File: src/rtl/core/robin_hood_hash_table_macros.svh
// ----------------------------------------------------------------------------
// Robin Hood hash table assertion macros
// Shared concurrent assertion forms used by the RTL modules.
// ----------------------------------------------------------------------------
`ifndef ROBIN_HOOD_HASH_TABLE_MACROS_SVH
`define ROBIN_HOOD_HASH_TABLE_MACROS_SVH

// Same-cycle implication, disabled while reset is asserted.
`define RHH_ASSERT_IMPL(label, clk, rst_n, ante, cons) \
    label: assert property (@(posedge clk) disable iff (!rst_n) (ante) |-> (cons)) \
        else $error("rhh assertion failed");

// Next-cycle implication, disabled while reset is asserted.
`define RHH_ASSERT_NEXT(label, clk, rst_n, ante, cons) \
    label: assert property (@(posedge clk) disable iff (!rst_n) (ante) |=> (cons)) \
        else $error("rhh assertion failed");

`endif

File: src/rtl/core/rhh_pkg.sv
// ----------------------------------------------------------------------------
// Robin Hood hash table package
// Sizes, slot layout, status codes and controller-to-datapath commands.
// ----------------------------------------------------------------------------
`default_nettype none

package rhh_pkg;

    localparam int TABLE_SLOTS = 1024;
    localparam int SLOT_BITS   = $clog2(TABLE_SLOTS);
    localparam int CNT_BITS    = SLOT_BITS + 1;
    localparam int KEY_BITS    = 32;
    localparam int VALUE_BITS  = 32;
    localparam int LIMIT_BITS  = 10;
    localparam int FIELD_BITS  = 32;
    localparam int OP_BITS     = 2;
    localparam int STAT_BITS   = 3;

    localparam logic [LIMIT_BITS-1:0] LIMIT_RESET = LIMIT_BITS'(512);
    localparam logic [CNT_BITS-1:0]   MAX_COUNT   = CNT_BITS'(TABLE_SLOTS - 1);

    localparam logic [OP_BITS-1:0] OP_LOOKUP = 2'd0;
    localparam logic [OP_BITS-1:0] OP_INSERT = 2'd1;
    localparam logic [OP_BITS-1:0] OP_REMOVE = 2'd2;

    localparam logic [STAT_BITS-1:0] ST_NOT_FOUND = 3'd0;
    localparam logic [STAT_BITS-1:0] ST_FOUND     = 3'd1;
    localparam logic [STAT_BITS-1:0] ST_INSERTED  = 3'd2;
    localparam logic [STAT_BITS-1:0] ST_UPDATED   = 3'd3;
    localparam logic [STAT_BITS-1:0] ST_REMOVED   = 3'd4;
    localparam logic [STAT_BITS-1:0] ST_FULL      = 3'd5;

    typedef enum logic [3:0] {
        DP_NOP,
        DP_CLEAR,
        DP_LOAD,
        DP_READ,
        DP_FIND_NEXT,
        DP_FOUND,
        DP_UPDATE,
        DP_INS_START,
        DP_INS_STEP,
        DP_DEL_START,
        DP_DEL_STEP,
        DP_RESULT
    } t_dp_op;

    typedef struct packed {
        logic                     used;
        logic [KEY_BITS-1:0]      key;
        logic [VALUE_BITS-1:0]    value;
        logic [SLOT_BITS-1:0]     distance;
    } t_slot;

    typedef struct packed {
        t_dp_op                   op;
        logic [STAT_BITS-1:0]     status;
    } t_dp_cmd;

    typedef struct packed {
        logic                     clear_last;
        logic                     slot_used;
        logic                     key_match;
        logic                     probe_over;
        logic                     ins_stop;
        logic                     del_stop;
        logic                     is_full;
        logic                     out_free;
        logic [OP_BITS-1:0]       opcode;
    } t_dp_stat;

endpackage

`default_nettype wire

File: src/rtl/core/rhh_ctrl.sv
// ----------------------------------------------------------------------------
// Robin Hood hash table controller
// Sequences the clearing pass, probe walk, insert chain and back-shift delete.
// ----------------------------------------------------------------------------
`default_nettype none
`include "robin_hood_hash_table_macros.svh"

module rhh_ctrl (
    input  wire logic              i_clk,
    input  wire logic              i_rst_n,
    input  wire logic              i_in_valid,
    output logic                   o_in_ready,
    input  wire rhh_pkg::t_dp_stat i_stat,
    output rhh_pkg::t_dp_cmd       o_cmd
);

    import rhh_pkg::*;

    localparam logic [3:0] S_CLEAR = 4'd0;
    localparam logic [3:0] S_IDLE  = 4'd1;
    localparam logic [3:0] S_FRD   = 4'd2;
    localparam logic [3:0] S_FCHK  = 4'd3;
    localparam logic [3:0] S_FHIT  = 4'd4;
    localparam logic [3:0] S_UPD   = 4'd5;
    localparam logic [3:0] S_DSTRT = 4'd6;
    localparam logic [3:0] S_DRD   = 4'd7;
    localparam logic [3:0] S_DCHK  = 4'd8;
    localparam logic [3:0] S_IRD   = 4'd9;
    localparam logic [3:0] S_ICHK  = 4'd10;
    localparam logic [3:0] S_DONE  = 4'd11;

    logic [3:0]           r_state, n_state;
    logic [STAT_BITS-1:0] r_res, n_res;
    logic                 accept;

    assign o_in_ready = r_state == S_IDLE;
    assign accept     = i_in_valid && o_in_ready;

    always_comb begin
        n_state       = r_state;
        n_res         = r_res;
        o_cmd.op      = DP_NOP;
        o_cmd.status  = r_res;
        unique case (r_state)
            S_CLEAR: begin
                o_cmd.op = DP_CLEAR;
                if (i_stat.clear_last) begin
                    n_state = S_IDLE;
                end
            end
            S_IDLE: begin
                if (accept) begin
                    o_cmd.op = DP_LOAD;
                    n_state  = S_FRD;
                end
            end
            S_FRD: begin
                o_cmd.op = DP_READ;
                n_state  = S_FCHK;
            end
            S_FCHK: begin
                n_res = ST_NOT_FOUND;
                if (i_stat.opcode != OP_LOOKUP && i_stat.opcode != OP_INSERT &&
                    i_stat.opcode != OP_REMOVE) begin
                    n_state = S_DONE;
                end else if (!i_stat.slot_used || (!i_stat.key_match &&
                             i_stat.probe_over)) begin
                    if (i_stat.opcode != OP_INSERT) begin
                        n_state = S_DONE;
                    end else if (i_stat.is_full) begin
                        n_res   = ST_FULL;
                        n_state = S_DONE;
                    end else begin
                        o_cmd.op = DP_INS_START;
                        n_state  = S_IRD;
                    end
                end else if (i_stat.key_match) begin
                    o_cmd.op = DP_FOUND;
                    n_state  = S_FHIT;
                end else begin
                    o_cmd.op = DP_FIND_NEXT;
                    n_state  = S_FRD;
                end
            end
            S_FHIT: begin
                if (i_stat.opcode == OP_INSERT) begin
                    n_state = S_UPD;
                end else if (i_stat.opcode == OP_REMOVE) begin
                    n_state = S_DSTRT;
                end else begin
                    n_res   = ST_FOUND;
                    n_state = S_DONE;
                end
            end
            S_UPD: begin
                o_cmd.op = DP_UPDATE;
                n_res    = ST_UPDATED;
                n_state  = S_DONE;
            end
            S_DSTRT: begin
                o_cmd.op = DP_DEL_START;
                n_state  = S_DRD;
            end
            S_DRD: begin
                o_cmd.op = DP_READ;
                n_state  = S_DCHK;
            end
            S_DCHK: begin
                o_cmd.op = DP_DEL_STEP;
                if (i_stat.del_stop) begin
                    n_res   = ST_REMOVED;
                    n_state = S_DONE;
                end else begin
                    n_state = S_DRD;
                end
            end
            S_IRD: begin
                o_cmd.op = DP_READ;
                n_state  = S_ICHK;
            end
            S_ICHK: begin
                o_cmd.op = DP_INS_STEP;
                if (i_stat.ins_stop) begin
                    n_res   = ST_INSERTED;
                    n_state = S_DONE;
                end else begin
                    n_state = S_IRD;
                end
            end
            S_DONE: begin
                if (i_stat.out_free) begin
                    o_cmd.op = DP_RESULT;
                    n_state  = S_IDLE;
                end
            end
            default: begin
                n_state = S_IDLE;
            end
        endcase
    end

    always_ff @(posedge i_clk) begin
        if (!i_rst_n) begin
            r_state <= S_CLEAR;
        end else begin
            r_state <= n_state;
        end
        r_res <= n_res;
    end

    `RHH_ASSERT_NEXT(a_accept_probes, i_clk, i_rst_n, accept, r_state == S_FRD)
    `RHH_ASSERT_NEXT(a_result_idle, i_clk, i_rst_n, o_cmd.op == DP_RESULT,
        r_state == S_IDLE)
    `RHH_ASSERT_IMPL(a_result_free, i_clk, i_rst_n, o_cmd.op == DP_RESULT,
        i_stat.out_free)

endmodule

`default_nettype wire

File: config.mk
export PLATFORM = sky130hd
export DESIGN_NAME = rhh_ctrl
export DESIGN_NICKNAME = d
export VERILOG_FILES = /design/src/rtl/core/rhh_pkg.sv /design/src/rtl/core/rhh_ctrl.sv
export VERILOG_INCLUDE_DIRS = /design/src /design/src/rtl/core
export SDC_FILE = /design/constraint.sdc
export NUM_CORES = 1
export LEC_CHECK = 0
export BUFFER_PORTS_ARGS = -buffer_cell sky130_fd_sc_hd__buf_2
export CORE_UTILIZATION = 50
export CTS_BUF_LIST = sky130_fd_sc_hd__clkbuf_16
export DETAILED_ROUTE_END_ITERATION = 10
export PLACE_DENSITY = 0.77
export SLEW_MARGIN = 20
export SYNTH_ARGS = -nofsm -noshare
export SYNTH_HDL_FRONTEND = slang
export SYNTH_SLANG_ARGS = --single-unit
File: constraint.sdc
create_clock -name i_clk -period 1.7 [get_ports i_clk]
set_clock_uncertainty 0.2 [all_clocks]
set_input_delay 0.17 -clock i_clk [delete_from_list [all_inputs] [get_ports i_clk]]
set_output_delay 0.17 -clock i_clk [all_outputs]
set_load 0.005 [all_outputs]
==> reports/results.ini, run 1 <==
[status]
outcome=finished, violations left
violations=setup timing

[timing]
rsz0062_at_grt=true
setup_viol=2
max_freq_ghz=0.5631
min_period_ns=1.776
worst_slack_ns=-0.07597
tightest_slew_ns=0.4979
report.final.slew_viol_count=0
fin_setup_tns_ns=-0.07764
finalHoldViolCount=0
finalCritPeriodShare_pct=104.5
holdWs_ns=0.01392
slew_headroom_pct=66.72

[synth]
syn_inst=97
yosysTopAreaCellShare_pct=12.24
seq_area_frac_synth_pct=23.13
yosys.area_share.simple_pct=21.60
synth_fa_ha_area_share_pct=5.102
synth.avg_cell_area_um2=7.585
synth_compound_area_share_pct=38.10
synth_xor_area_share_pct=0
yosys-top-cells-area=edfxtp_1 12%, dfxtp_1 11%, ha_1 5.1%, nand2b_1 5.1%, inv_1 4.6%
muxShareOfSynthArea_pct=2.721
syn_nets=113
yosys.area.top_type=edfxtp_1
synth_top_family_by_area=compound AO/OA/AOI/OAI gates
synth_cell_types=36
synth_edf_count=3
ys_ff_latch=7
async_flop_share_pct=0
ys_top_cells_by_count=9 x inv_1, 6 x nand2b_1, 6 x nor2_1
yosys_warnings=0
yosysMostFrequentCell=inv_1
synth_top_flop_cell=dfxtp_1
synth_area_um2=735.7

[floorplanning]
core_area_um2=1334
initial_core_util_pct=55.16
num_io_pins=21
dieArea_um2=1629
die_h_um=40.36
row_count=13
die_x_um=40.36

[power]
internal-power_mw=0.5662
p_leak_nw=0.5489
p_sw_mw=0.1869
clkPwrFrac_pct=53.2
sw_frac_of_total_pct=24.82
pwr-share-seq_pct=24.5
power_frac_comb_pct=22.3
powerDensity_nw_per_um2=635.6
ir_drop_v=0.0007013

[layout]
seq_area_um2=185.2
fin_nets=160
drive_gt1_share_pct=46.15
fin_util_pct=88.84
fill_cells=77
multiInputGateArea_um2=553.0
syn_to_final_growth_pct=61.05
num_antenna_cells=0
fin_cells=158

[critical_path]
worstSetupPathDepth=6
critPathTopFamily=compound AO/OA/AOI/OAI gates
end_kind=output pin
path_class=flop to output pin
startpoint_type=flop
crit_buf_inv=1
crit_chain=nor2b_4 > a31oi_2 > o22ai_1 > a31oi_1 > o21ai_1 > buf_2
max_stage_delay_ns=0.36
cp_max_fo=6
crit_arrival_ns=1.41
slowest_stage=dfxtp_4
r2r_cells=7
critPathRequiredTime_ns=1.33

[hold_path]
hold_depth=3
hp-class=primary input to flop

[drt]
drt_iter0_markers=84
routed_wl_um=2652
firstDrtPassIters=4
num_vias=957
ant_nets=0
drc=0
wl_per_cell_um=16.78
vias_per_cell=6.057

[clock_tree]
clock_sinks=7
cts.path.max_buffers=2
cts-htree-levels=1
cts-root-buf=clkbuf_16
cts_buffers=3
cts_tree=yes
clk_latency_ns=0.23
path_clk_slew_ns=0.04

[placed_design]
gp_congestion=0.8994
post-place-cells=145
dp_hpwl_um=1683
io_buffers=20

[global_route]
track_usage_pct=36.65
grt_pass1_wl_um=3912
antenna_found_initial=0
overflow=0
grt_pass1_vias=818
grt_max_degree=10

[run]
maxCapViolations=0

-- worst register-to-register path: cells and delay by family (launching register included) --
family | cells | cell delay [ns]
compound gates | 1 | 0.19
buf+inv | 2 | 0.25
simple gates | 4 | 0.59
flops | 1 | 0.37
-- routing by layer --
metal,up-vias,global-route usage (%),wire [µm]
li1,448,-,-
met1,434,48.70,1121
met2,63,56.35,1189
met3,12,11.67,246
met4,0,9.167,93
met5,-,0,0
-- state kept, by name, summed over array words and instances (netlist names) --
signal / cells
r_state: 4
r_res: 3
-- final cells by class --
| type | count | area share [%] |
|---|---|---|
| tap | 15 | 1.584 |
| clock buffer | 3 | 6.336 |
| clock inverter | 1 | 0.3168 |
| timing repair buffer | 48 | 26.61 |
| inverter | 9 | 2.851 |
| multi-input combinational | 75 | 46.67 |
| sequential | 7 | 15.63 |
-- power groups by stage --
| stage | clock [mW] | combinational, mW | sequential [mW] |
|---|---|---|---|
| after floorplan | 0 | 0.0794 | 0.186 |
| after global routing | 0.413 | 0.184 | 0.185 |
| after CTS | 0.402 | 0.152 | 0.184 |
| after detailed placement | 0 | 0.138 | 0.191 |
| final | 0.401 | 0.168 | 0.185 |
| after global placement | 0 | 0.136 | 0.191 |
-- cells in the final DEF, fill, tap and decap left out, types with 3 or more instances in the layout --
cell       instances
a21oi_1            4
a22oi_1            3
a31oi_1            3
buf_2             20
buf_4             26
clkbuf_16          3
dfxtp_4            4
edfxtp_1           3
inv_1             10
nand2_1            5
nand2b_1           5
nor2_1             6
o21ai_0            5
o21ai_1            4
o22ai_1            4
-- logic make-up after synthesis --
| group | count (synthesis) |
|---|---|
| AOI/OAI and AO/OA | 41 |
| buffers and inverters | 15 |
| DFF | 7 |
| adders and majority gates | 3 |
| and+or+nand+nor | 29 |
| muxes | 2 |
-- through the flow --
stage | power [mW] | cell area, µm² | setup slack (ns)
global route | 0.7815 | 1185 | -0.1191
floorplan | 0.2651 | 735.7 | 0.1176
detailed placement | 0.3293 | 962.2 | 0.01782
CTS | 0.7383 | 1135 | 0.0003105
finish | 0.7531 | 1185 | -0.07597
global placement | 0.3268 | 962.2 | 0.01141
-- repair_timing --
action	in CTS	in global routing
pin swaps	3	2
buffers inserted	5	2
gates resized for setup	13	9
hold buffers	2	0
endpoints found under the setup margin	4	8
endpoints found under the hold margin	2	0
-- final timing paths --
path | startpoint | end | slack, ns
setup reg to reg | r_state[2]$_SDFFE_PN0P_ | r_state[2]$_SDFFE_PN0P_ | 0.04
hold reg to reg | r_state[1]$_SDFFE_PN0P_ | r_state[1]$_SDFFE_PN0P_ | 0.54
hold / removal | i_stat[9] | r_state[0]$_SDFFE_PN0P_ | 0.01
setup / recovery | r_state[3]$_SDFFE_PN0P_ | o_cmd[4] | -0.08
Note: power is estimated with default switching activity, not from simulation.
==> run 2: changes to the inputs <==
--- a/config.mk
+++ b/config.mk
@@ -7,10 +7,10 @@
 export NUM_CORES = 1
 export LEC_CHECK = 0
 export BUFFER_PORTS_ARGS = -buffer_cell sky130_fd_sc_hd__buf_2
-export CORE_UTILIZATION = 50
-export CTS_BUF_LIST = sky130_fd_sc_hd__clkbuf_16
+export CORE_UTILIZATION = 53
+export CTS_BUF_LIST = sky130_fd_sc_hd__clkbuf_4 sky130_fd_sc_hd__clkbuf_8
 export DETAILED_ROUTE_END_ITERATION = 10
-export PLACE_DENSITY = 0.77
+export PLACE_DENSITY = 0.81
 export SLEW_MARGIN = 20
 export SYNTH_ARGS = -nofsm -noshare
 export SYNTH_HDL_FRONTEND = slang
==> reports/results.ini, run 2 (synthesis results as in run 1) <==
[layout]
fill_cells=77
syn_to_final_growth_pct=49.15
largest_registers=r_state (4), r_res (3)
fin_nets=156
mostFrequentLayoutCells=21 x buf_4, 20 x buf_2, 9 x inv_1
seq_area_um2=180.2
num_antenna_cells=0
drive_gt1_share_pct=44.60
multiInputGateArea_um2=546.8
fin_cells=154
fin_area_um2=1097
largest_register=r_state
layout_commonest_cell=buf_4
largest_register_ffs=4

[critical_path]
r2r_start=r_state[2]$_SDFFE_PN0P_
crit_arrival_ns=1.43
startpoint_type=flop
critPathRequiredTime_ns=1.33
cp_max_fo=7
critPathLaunch=r_state[2]$_SDFFE_PN0P_
path_class=flop to output pin
end_kind=output pin

[timing]
setup_viol=3
tightest_slew_ns=0.3540
rsz0062_at_grt=true
holdWs_ns=0.08045
min_period_ns=1.797
report.final.slew_viol_count=0
worst_slack_ns=-0.09663
max_freq_ghz=0.5566
finalCritPeriodShare_pct=105.7
finalHoldViolCount=0
slew_headroom_pct=75.79
fin_setup_tns_ns=-0.1877

[floorplanning]
num_io_pins=21
core_area_um2=1301
die_x_um=39.26
die_h_um=39.26
row_count=13
initial_core_util_pct=56.54
dieArea_um2=1541

[drt]
num_vias=976
drc=0
ant_nets=0
routed_wl_um=2725
vias_per_cell=6.338
drt_iter0_markers=79
firstDrtPassIters=6
wl_per_cell_um=17.69

[clock_tree]
cts-htree-levels=1
clk_latency_ns=0.27
path_clk_slew_ns=0.07
clock_sinks=7
cts.path.max_buffers=2
cts_buffers=3
cts-root-buf=clkbuf_4
cts_tree=yes

[run]
maxCapViolations=0

[global_route]
grt_pass1_wl_um=4008
track_usage_pct=40.52
grt_max_degree=13
grt_pass1_vias=827
antenna_found_initial=0
overflow=0

[placed_design]
gp_congestion=0.9670
place_area_um2=924.6
post-place-cells=140
dp_hpwl_um=1563
io_buffers=20

[hold_path]
hp-start=i_stat[7]
hp-class=primary input to flop

[power]
ir_drop_v=0.0005683
power_mw=0.5375
p_leak_nw=0.5056
powerDensity_nw_per_um2=489.8

[status]
outcome=finished, violations left
violations=setup timing

[run 2: critical path, cell delays in order, from the launching register on]
cell	delay, ns
dfxtp_4	0.38
nand2_1	0.09
a21boi_1	0.17
o22ai_1	0.09
a31oi_1	0.20
o21ai_1	0.09
buf_2	0.13
[run 2: path summary, 6_finish.rpt]
path	end	slack (ns)	cells past startpoint
setup reg to reg	r_res[0]$_DFFE_PP_	0.01	4
hold reg to reg	r_state[1]$_SDFFE_PN0P_	0.51	3
setup / recovery	o_cmd[4]	-0.1	6
hold / removal	r_state[2]$_SDFFE_PN0P_	0.08	4
[run 2: area by class of cell]
cell class / count / area share, %
inverters: 9 / 3.079
clock buffers: 4 / 2.737
flip-flops and latches: 7 / 16.42
multi-input cells: 75 / 49.83
repair buffers: 44 / 26.23
well taps: 15 / 1.710
[run 2: power by group]
part / internal [mW] / switching [mW] / total (mW)
clock network: 0.106 / 0.0792 / 0.185
logic: 0.0808 / 0.0854 / 0.166
registers: 0.177 / 0.00892 / 0.186
total: 0.364 / 0.173 / 0.537
[run 2: metrics by stage]
stage,setup slack (ns),utilization (%)
2_1_floorplan,0.1176,-
3_3_place_gp,0.007760,71.06
3_5_place_dp,0.02008,71.06
4_1_cts,-0.04785,81.83
5_1_grt,-0.2116,84.33
6_report,-0.09663,84.33
[run 2: timing repair]
action	4_1_cts	5_1_grt
hold buffers	3	0
buffers inserted	6	2
gates resized for setup	14	4
pin swaps	3	0
hold endpoints to repair	2	0
endpoints found under the setup margin	5	8
[run 2: per-layer routing]
metal	up-vias	wire, µm	global-route usage [%]
met2	76	1353	70.00
met3	10	251	8.523
met4	0	62	13.79
met1	445	1057	48.97
met5	-	0	0
li1	445	-	-
